===== config.mk =====
export PLATFORM = sky130hd
export DESIGN_NAME = morse_symbol_playback
export DESIGN_NICKNAME = d
export VERILOG_FILES = /design/src/rtl/core/msp_pkg.sv /design/src/rtl/core/msp_store.sv /design/src/rtl/core/morse_symbol_playback.sv
export SDC_FILE = /design/constraint.sdc
export NUM_CORES = 2
export LEC_CHECK = 0
export BUFFER_PORTS_ARGS = -buffer_cell sky130_fd_sc_hd__buf_4
export CORE_ASPECT_RATIO = 1.25
export CORE_UTILIZATION = 55
export CTS_BUF_LIST = sky130_fd_sc_hd__clkbuf_2
export CTS_CLUSTER_DIAMETER = 30
export DETAILED_ROUTE_END_ITERATION = 6
export HOLD_SLACK_MARGIN = 0.08
export PLACE_DENSITY = 0.74
export SYNTH_ARGS = -nofsm -noshare
export SYNTH_HDL_FRONTEND = slang
export SYNTH_SLANG_ARGS = --single-unit

===== constraint.sdc =====
create_clock -name clk_i -period 3.7 [get_ports clk_i]
set_input_delay 1.11 -clock clk_i [delete_from_list [all_inputs] [get_ports clk_i]]
set_output_delay 1.11 -clock clk_i [all_outputs]
set_load 0.005 [all_outputs]

===== src/rtl/core/msp_pkg.sv =====
// types and constants shared by the morse symbol playback block
package msp_pkg;

  localparam int unsigned BufferDepthDefault = 512;
  localparam int unsigned TickW = 16;
  localparam int unsigned PaddrW = 5;
  localparam int unsigned PdataW = 32;
  localparam int unsigned RegIdxW = 3;

  localparam logic [TickW-1:0] DotTicksRst = 16'd120;
  localparam logic [TickW-1:0] DashTicksRst = 16'd360;
  localparam logic [TickW-1:0] SymGapTicksRst = 16'd120;
  localparam logic [TickW-1:0] LetterGapTicksRst = 16'd360;
  localparam logic [TickW-1:0] WordGapTicksRst = 16'd800;

  localparam logic [RegIdxW-1:0] RegDot = 3'd0;
  localparam logic [RegIdxW-1:0] RegDash = 3'd1;
  localparam logic [RegIdxW-1:0] RegSymGap = 3'd2;
  localparam logic [RegIdxW-1:0] RegLetterGap = 3'd3;
  localparam logic [RegIdxW-1:0] RegWordGap = 3'd4;

  typedef enum logic [1:0] {
    KIND_TICK   = 2'd0,
    KIND_APPEND = 2'd1,
    KIND_START  = 2'd2,
    KIND_STOP   = 2'd3
  } msp_kind_e;

  typedef enum logic [1:0] {
    SYM_DOT    = 2'd0,
    SYM_DASH   = 2'd1,
    SYM_LETTER = 2'd2,
    SYM_WORD   = 2'd3
  } msp_sym_e;

  typedef struct packed {
    msp_kind_e kind;
    msp_sym_e  symbol;
  } msp_in_t;

  typedef struct packed {
    logic led_on;
    logic playing_now;
    logic append_dropped;
  } msp_out_t;

endpackage


===== src/rtl/core/msp_store.sv =====
// symbol store memory with registered read and same-address write forwarding
module msp_store #(
  parameter int unsigned Depth = msp_pkg::BufferDepthDefault
) (
  input  logic                     clk_i,
  input  logic                     rst_ni,
  input  logic                     we_i,
  input  logic [$clog2(Depth)-1:0] waddr_i,
  input  msp_pkg::msp_sym_e        wdata_i,
  input  logic [$clog2(Depth)-1:0] raddr_i,
  output msp_pkg::msp_sym_e        rdata_o
);
  import msp_pkg::*;

  msp_sym_e mem_q [Depth];
  msp_sym_e rd_q;
  msp_sym_e fwd_data_q;
  logic     fwd_hit_q;

  always_ff @(posedge clk_i) begin
    if (we_i) begin
      mem_q[waddr_i] <= wdata_i;
    end
    rd_q <= mem_q[raddr_i];
    fwd_data_q <= wdata_i;
  end

  always_ff @(posedge clk_i or negedge rst_ni) begin
    if (!rst_ni) begin
      fwd_hit_q <= 1'b0;
    end else begin
      fwd_hit_q <= we_i && (waddr_i == raddr_i);
    end
  end

  assign rdata_o = fwd_hit_q ? fwd_data_q : rd_q;

endmodule


===== src/rtl/core/morse_symbol_playback.sv =====
// morse symbol playback: stored symbol list played on an led in a loop
// a result is registered and shown in the cycle after its input transfer
// throughput: one item per unstalled cycle; the next symbol is prefetched from
// the store, whose single read port follows the play position every cycle
// reset: playback stopped, store empty, led dark, tick registers at defaults
module morse_symbol_playback #(
  parameter int unsigned BufferDepth = msp_pkg::BufferDepthDefault
) (
  input  logic                        clk_i,
  input  logic                        rst_ni,
  input  logic                        in_valid_i,
  output logic                        in_stall_o,
  input  msp_pkg::msp_in_t            in_data_i,
  output logic                        out_valid_o,
  input  logic                        out_stall_i,
  output msp_pkg::msp_out_t           out_data_o,
  input  logic                        psel,
  input  logic                        penable,
  input  logic                        pwrite,
  input  logic [msp_pkg::PaddrW-1:0]  paddr,
  input  logic [msp_pkg::PdataW-1:0]  pwdata,
  output logic [msp_pkg::PdataW-1:0]  prdata,
  output logic                        pready
);
  import msp_pkg::*;

  localparam int unsigned CntW = $clog2(BufferDepth + 1);
  localparam int unsigned AddrW = $clog2(BufferDepth);

  logic [TickW-1:0] dot_q, dash_q, sgap_q, lgap_q, wgap_q;
  logic [CntW-1:0]  count_q, count_d;
  logic [CntW-1:0]  pos_q, pos_d;
  logic [TickW-1:0] rem_q, rem_d;
  logic             lit_q, lit_d;
  logic             playing_q, playing_d;
  logic             led_q, led_d;
  logic             dropped;
  logic             store_we;
  msp_sym_e         cur_sym;
  logic             in_xfer;
  logic             cfg_wr;
  logic [RegIdxW-1:0] reg_idx;
  logic             out_valid_q;
  msp_out_t         out_data_q;

  assign in_stall_o = out_valid_q && out_stall_i;
  assign in_xfer = in_valid_i && !in_stall_o;

  // configuration registers
  assign pready = 1'b1;
  assign reg_idx = paddr[PaddrW-1:2];
  assign cfg_wr = psel && penable && pwrite && pready;

  always_ff @(posedge clk_i or negedge rst_ni) begin
    if (!rst_ni) begin
      dot_q <= DotTicksRst;
      dash_q <= DashTicksRst;
      sgap_q <= SymGapTicksRst;
      lgap_q <= LetterGapTicksRst;
      wgap_q <= WordGapTicksRst;
    end else if (cfg_wr) begin
      case (reg_idx)
        RegDot:       dot_q <= pwdata[TickW-1:0];
        RegDash:      dash_q <= pwdata[TickW-1:0];
        RegSymGap:    sgap_q <= pwdata[TickW-1:0];
        RegLetterGap: lgap_q <= pwdata[TickW-1:0];
        RegWordGap:   wgap_q <= pwdata[TickW-1:0];
        default: ;
      endcase
    end
  end

  always_comb begin
    case (reg_idx)
      RegDot:       prdata = {{(PdataW-TickW){1'b0}}, dot_q};
      RegDash:      prdata = {{(PdataW-TickW){1'b0}}, dash_q};
      RegSymGap:    prdata = {{(PdataW-TickW){1'b0}}, sgap_q};
      RegLetterGap: prdata = {{(PdataW-TickW){1'b0}}, lgap_q};
      RegWordGap:   prdata = {{(PdataW-TickW){1'b0}}, wgap_q};
      default:      prdata = '0;
    endcase
  end

  // playback control
  always_comb begin
    count_d = count_q;
    pos_d = pos_q;
    rem_d = rem_q;
    lit_d = lit_q;
    playing_d = playing_q;
    led_d = led_q;
    dropped = 1'b0;
    store_we = 1'b0;
    if (in_xfer) begin
      case (in_data_i.kind)
        KIND_TICK: begin
          if (playing_q) begin
            if (rem_q > TickW'(1)) begin
              rem_d = rem_q - TickW'(1);
            end else if (lit_q) begin
              lit_d = 1'b0;
              led_d = 1'b0;
              rem_d = sgap_q;
            end else if (pos_q >= count_q) begin
              pos_d = '0;
              led_d = 1'b0;
              rem_d = wgap_q;
            end else begin
              pos_d = pos_q + CntW'(1);
              case (cur_sym)
                SYM_DOT: begin
                  led_d = 1'b1;
                  lit_d = 1'b1;
                  rem_d = dot_q;
                end
                SYM_DASH: begin
                  led_d = 1'b1;
                  lit_d = 1'b1;
                  rem_d = dash_q;
                end
                SYM_LETTER: begin
                  led_d = 1'b0;
                  rem_d = lgap_q;
                end
                default: begin
                  led_d = 1'b0;
                  rem_d = wgap_q;
                end
              endcase
            end
          end
        end
        KIND_APPEND: begin
          if (playing_q || (count_q >= CntW'(BufferDepth))) begin
            dropped = 1'b1;
          end else begin
            store_we = 1'b1;
            count_d = count_q + CntW'(1);
          end
        end
        KIND_START: begin
          if (count_q != '0) begin
            playing_d = 1'b1;
            pos_d = '0;
            lit_d = 1'b0;
            rem_d = '0;
            led_d = 1'b0;
          end
        end
        default: begin
          playing_d = 1'b0;
          pos_d = '0;
          lit_d = 1'b0;
          rem_d = '0;
          count_d = '0;
          led_d = 1'b0;
        end
      endcase
    end
  end

  always_ff @(posedge clk_i or negedge rst_ni) begin
    if (!rst_ni) begin
      count_q <= '0;
      pos_q <= '0;
      rem_q <= '0;
      lit_q <= 1'b0;
      playing_q <= 1'b0;
      led_q <= 1'b0;
    end else begin
      count_q <= count_d;
      pos_q <= pos_d;
      rem_q <= rem_d;
      lit_q <= lit_d;
      playing_q <= playing_d;
      led_q <= led_d;
    end
  end

  // store read follows the next play position
  msp_store #(
    .Depth(BufferDepth)
  ) u_store (
    .clk_i  (clk_i),
    .rst_ni (rst_ni),
    .we_i   (store_we),
    .waddr_i(count_q[AddrW-1:0]),
    .wdata_i(in_data_i.symbol),
    .raddr_i(pos_d[AddrW-1:0]),
    .rdata_o(cur_sym)
  );

  // output register
  always_ff @(posedge clk_i or negedge rst_ni) begin
    if (!rst_ni) begin
      out_valid_q <= 1'b0;
    end else if (in_xfer) begin
      out_valid_q <= 1'b1;
    end else if (!out_stall_i) begin
      out_valid_q <= 1'b0;
    end
  end

  always_ff @(posedge clk_i) begin
    if (in_xfer) begin
      out_data_q.led_on <= led_d;
      out_data_q.playing_now <= playing_d;
      out_data_q.append_dropped <= dropped;
    end
  end

  assign out_valid_o = out_valid_q;
  assign out_data_o = out_data_q;

endmodule


==> impl_summary.log <==
INFO  metric cts_inserted_buffers = 293
INFO  metric wl_met2 = 73900 µm
INFO  metric area_growth_syn_to_layout = 18.5%
INFO  metric layout-drive-gt1-share = 24.8%
INFO  metric drt-pass1-iter-count = 7
INFO  metric wl_met3 = 17200 µm
INFO  metric cp_slowest_cell = or4_4
INFO  metric power.density_cell_area = 474 nW/µm²
INFO  metric yosysTopAreaCellShare = 61.0%
INFO  metric maxUsedRoutingLayer = met5
INFO  metric detailedRoute.firstIterationViolations = 5019
INFO  metric period_share = 113%
INFO  metric maxClockFrequency = 0.240 GHz
INFO  metric rows = 124
INFO  metric share_comb_of_total_power = 18.1%
INFO  metric p_leak = 21.7 nW
INFO  metric power.net_switching = 0.00823 W
INFO  metric tritoncts = yes
INFO  metric outcome = complete, but fails checks
INFO  metric internal-power = 0.0202 W
INFO  metric worstSkewPairLatency = 1.52 ns
INFO  metric worst_slew_pin_slew = 1.13 ns
INFO  metric vdd.ir_drop.worst = 493 µV
INFO  metric total_power = 0.0284 W
INFO  metric final_worst_path_setup_slack = -0.469 ns
INFO  metric critical_path.max_stage_delay = 0.57 ns
INFO  metric place.detailed.hpwl = 88100 µm
INFO  metric initial_utilization = 55.4%
INFO  metric synth_flop_type = edfxtp_1
INFO  metric dieWidth = 273 µm
INFO  metric gpl.final_weighted_congestion = 0.932
INFO  metric wl_met1 = 52800 µm
INFO  metric final_common_cell = edfxtp_1
INFO  metric die_h = 341 µm
INFO  metric number_of_global_route_vias_before_repair = 39400
INFO  metric antenna_found_initial = 4
INFO  metric grt.overflow.total = 0
INFO  metric route.detailed.drc = 3
INFO  metric netlist_cell_types = 89
INFO  metric cts_buffer_depth = 4
INFO  metric syn-mean-instance-area = 11.6 µm²
INFO  metric port-buffer-count = 50
INFO  metric power.clock.fraction = 30.3%
INFO  metric cts.sink_count = 1152
INFO  metric worst_hold_slack = 0.242 ns
INFO  metric hold_violations = 0
INFO  metric core_area = 91200 µm²
INFO  metric ys_seq_area_share = 67.2%
INFO  metric cap_violations = 0
INFO  metric failing_checks = DRC, setup timing
INFO  metric setup_cp_type = flip-flop to flip-flop
INFO  metric top_level_ports = 86
INFO  metric post_drt_via_cell_ratio = 6.26
INFO  metric path_cells = inv_2 > ha_4 > or4b_4 > nor4_4 > a21o_1 > buf_6 > o21a_4 > nor2_8 > buf_12 > inv_16 > buf_16 > buf_16 > nand2_1 > a221oi_2 > a21oi_2 > a21oi_2 > a21oi_1 > or4_4 > o311ai_2
INFO  metric worst_setup_path_start_kind = flip-flop
INFO  metric cts_htree_levels = 5
INFO  metric path_max_fanout = 16
INFO  metric ys_async_sr_fraction = 10.5%
INFO  metric crit_arrival = 5.49 ns
INFO  metric netlist_area = 50600 µm²
INFO  metric drt_wl_total = 153000 µm
INFO  metric grt_max_degree = 167
INFO  metric report.final.setup_viol = 5
INFO  metric rsz0062_at_grt = true
INFO  metric track_usage = 32.4%
INFO  metric yosysTopAreaCell = edfxtp_1
INFO  metric power.share.switching = 28.9%
INFO  metric layout.nets = 5006
INFO  metric skew = 0.188 ns
INFO  metric min_period = 4.17 ns
INFO  metric synth-seq-cells = 1152
INFO  metric postRouteAntennaNets = 0
INFO  metric design.die.area = 93200 µm²
INFO  metric seqPwrFrac = 51.6%
INFO  metric route.detailed.wl_per_inst = 24.1 µm
INFO  metric critical_path.endpoint_type = flip-flop
INFO  metric clk_slew_on_worst_s_h_paths = 0.10 ns
INFO  metric layout_common_cells = 1027 x edfxtp_1, 876 x nand2_1, 580 x nor2_1
INFO  metric relative_max_transition_margin = 24.6%
INFO  metric critPathRequiredTime = 5.02 ns
INFO  metric cp_num_buf_inv = 6
INFO  metric kind_of_cell_with_the_highest_combined_delay_on_the_critical_path = simple AND/OR/NAND/NOR gates
INFO  metric via_count = 39700
INFO  metric number_of_synthesized_flops_with_an_enable_pin = 1027
INFO  metric synthesis.instances = 4353
INFO  metric finalMaxSlewViolations = 0
INFO  metric synth.top_cells.by_area = edfxtp_1 61%, nand2_1 6.5%, dfrtp_1 5.0%
INFO  metric clock_root_buffer = clkbuf_2
INFO  metric wire_length_of_the_first_global_routing_pass = 227000 µm
INFO  metric worst_hold_path_type = input pin to flip-flop
INFO  metric yosys_warnings = 0
[per-stage QoR]
stage | utilization, % | setup TNS, ns | worst slack (ns) | area (µm²) | std cells
floorplan | - | -0.158 | -0.0811 | 50700 | 4368
global placement | 60.6 | -2.53 | -1.39 | 55300 | 5730
detailed placement | 60.6 | -2.62 | -1.41 | 55300 | 5730
CTS | 65.4 | -2.08 | -0.447 | 59600 | 6314
global route | 65.7 | -2.87 | -0.585 | 59900 | 6334
finish | 65.7 | -0.995 | -0.469 | 59900 | 6337
[path summary, 6_finish.rpt]
path / depth (start not counted) / slack [ns] / startpoint / end
max: 19 / -0.47 / count_q[0] / u_store.rd_q[0]
min: 4 / 0.24 / paddr[2] / dot_q[13]
max reg2reg: 19 / -0.47 / count_q[0] / u_store.rd_q[0]
min reg2reg: 2 / 0.50 / led_q / led_q
max in group asynchronous: 4 / 1.31 / rst_ni / pos_q[6]
min in group asynchronous: 3 / 0.67 / rst_ni / count_q[7]
[power by group through the flow]
stage	Sequential [W]	Clock (W)	Combinational [W]
3_3_place_gp	0.0149	0	0.00460
6_report	0.0147	0.00860	0.00515
2_1_floorplan	0.0149	0	0.00258
5_1_grt	0.0147	0.00935	0.00551
4_1_cts	0.0147	0.00867	0.00496
3_5_place_dp	0.0150	0	0.00465
[what timing repair did]
| action | in CTS | in global routing |
|---|---|---|
| endpoints found under the setup margin | 18 | 18 |
| hold endpoints to repair | 228 | 0 |
| gates resized for setup | 136 | 29 |
| hold buffers | 28 | 0 |
| pin swaps | 26 | 17 |
| gates cloned | 15 | 1 |
| buffers inserted | 54 | 17 |
[flip-flops by register name, indices dropped and copies added (netlist names), 2 cells and up]
signal              cells
pos_q                  10
rem_q                  16
dot_q                  16
count_q                10
out_data_o              3
u_store.rd_q            2
u_store.mem_q        1024
u_store.fwd_data_q      2
sgap_q                 16
dash_q                 16
lgap_q                 16
wgap_q                 16
[Yosys cell counts (all sizes together), types with 4 or more instances]
| cell type | count |
|---|---|
| a31oi | 91 |
| nor2 | 588 |
| edfxtp | 1027 |
| nand2 | 881 |
| a2111oi | 4 |
| dfxtp | 4 |
| dfstp | 19 |
| o211ai | 10 |
| clkbuf | 160 |
| nand2b | 7 |
| and2 | 8 |
| or3 | 5 |
| dfrtp | 102 |
| a21boi | 6 |
| o2111ai | 9 |
| a22oi | 28 |
| buf | 185 |
| nand4 | 18 |
| a31o | 4 |
| a32oi | 13 |
| a221o | 16 |
| mux2i | 24 |
| a211oi | 116 |
| a311o | 8 |
| nor4 | 11 |
| and3 | 124 |
| a221oi | 16 |
| o21ai | 91 |
| ha | 17 |
| mux2 | 84 |
| a311oi | 68 |
| a21oi | 182 |
| xnor2 | 16 |
| o41ai | 4 |
| o22ai | 5 |
| nand3 | 285 |
| inv | 28 |
| nor3 | 33 |
| or2 | 6 |
| nor3b | 4 |
[logic make-up (layout without fill, tap and decap cells)]
family	Yosys count	in the layout	synth area share, %
other cells	2	22	0.0148
flops	1152	1152	67.2
compound gates	704	704	9.47
buf+inv	373	1140	3.60
simple gates	1980	1980	16.7
mux	109	109	2.39
xor+xnor	16	16	0.277
fa+ha+maj	17	17	0.421
[per-layer routing]
layer	vias up	GRT usage [%]
li1	17200	-
met2	2653	53.1
met5	-	0
met1	19200	39.5
met4	4	18.9
met3	577	7.08
[worst reg2reg max path: cells and delay by family (launching register included)]
kind	cells	cell delay, ns
AOI/OAI and AO/OA	7	1.19
adders and majority gates	1	0.13
buffers and inverters	6	0.86
DFF	1	0.42
and+or+nand+nor	5	1.38
[final cells by class]
cell class                 count  area (µm²)
clock inverter                77         542
antenna                        5        12.5
timing repair buffer         620        6200
tap                         1197        1500
fill                        6643       31300
inverter                      28         139
sequential                  1152       34000
multi-input combinational   2843       15500
clock buffer                 412        2060
timing repair inverter         3        26.3
Note: power is estimated with default switching activity, not from simulation.
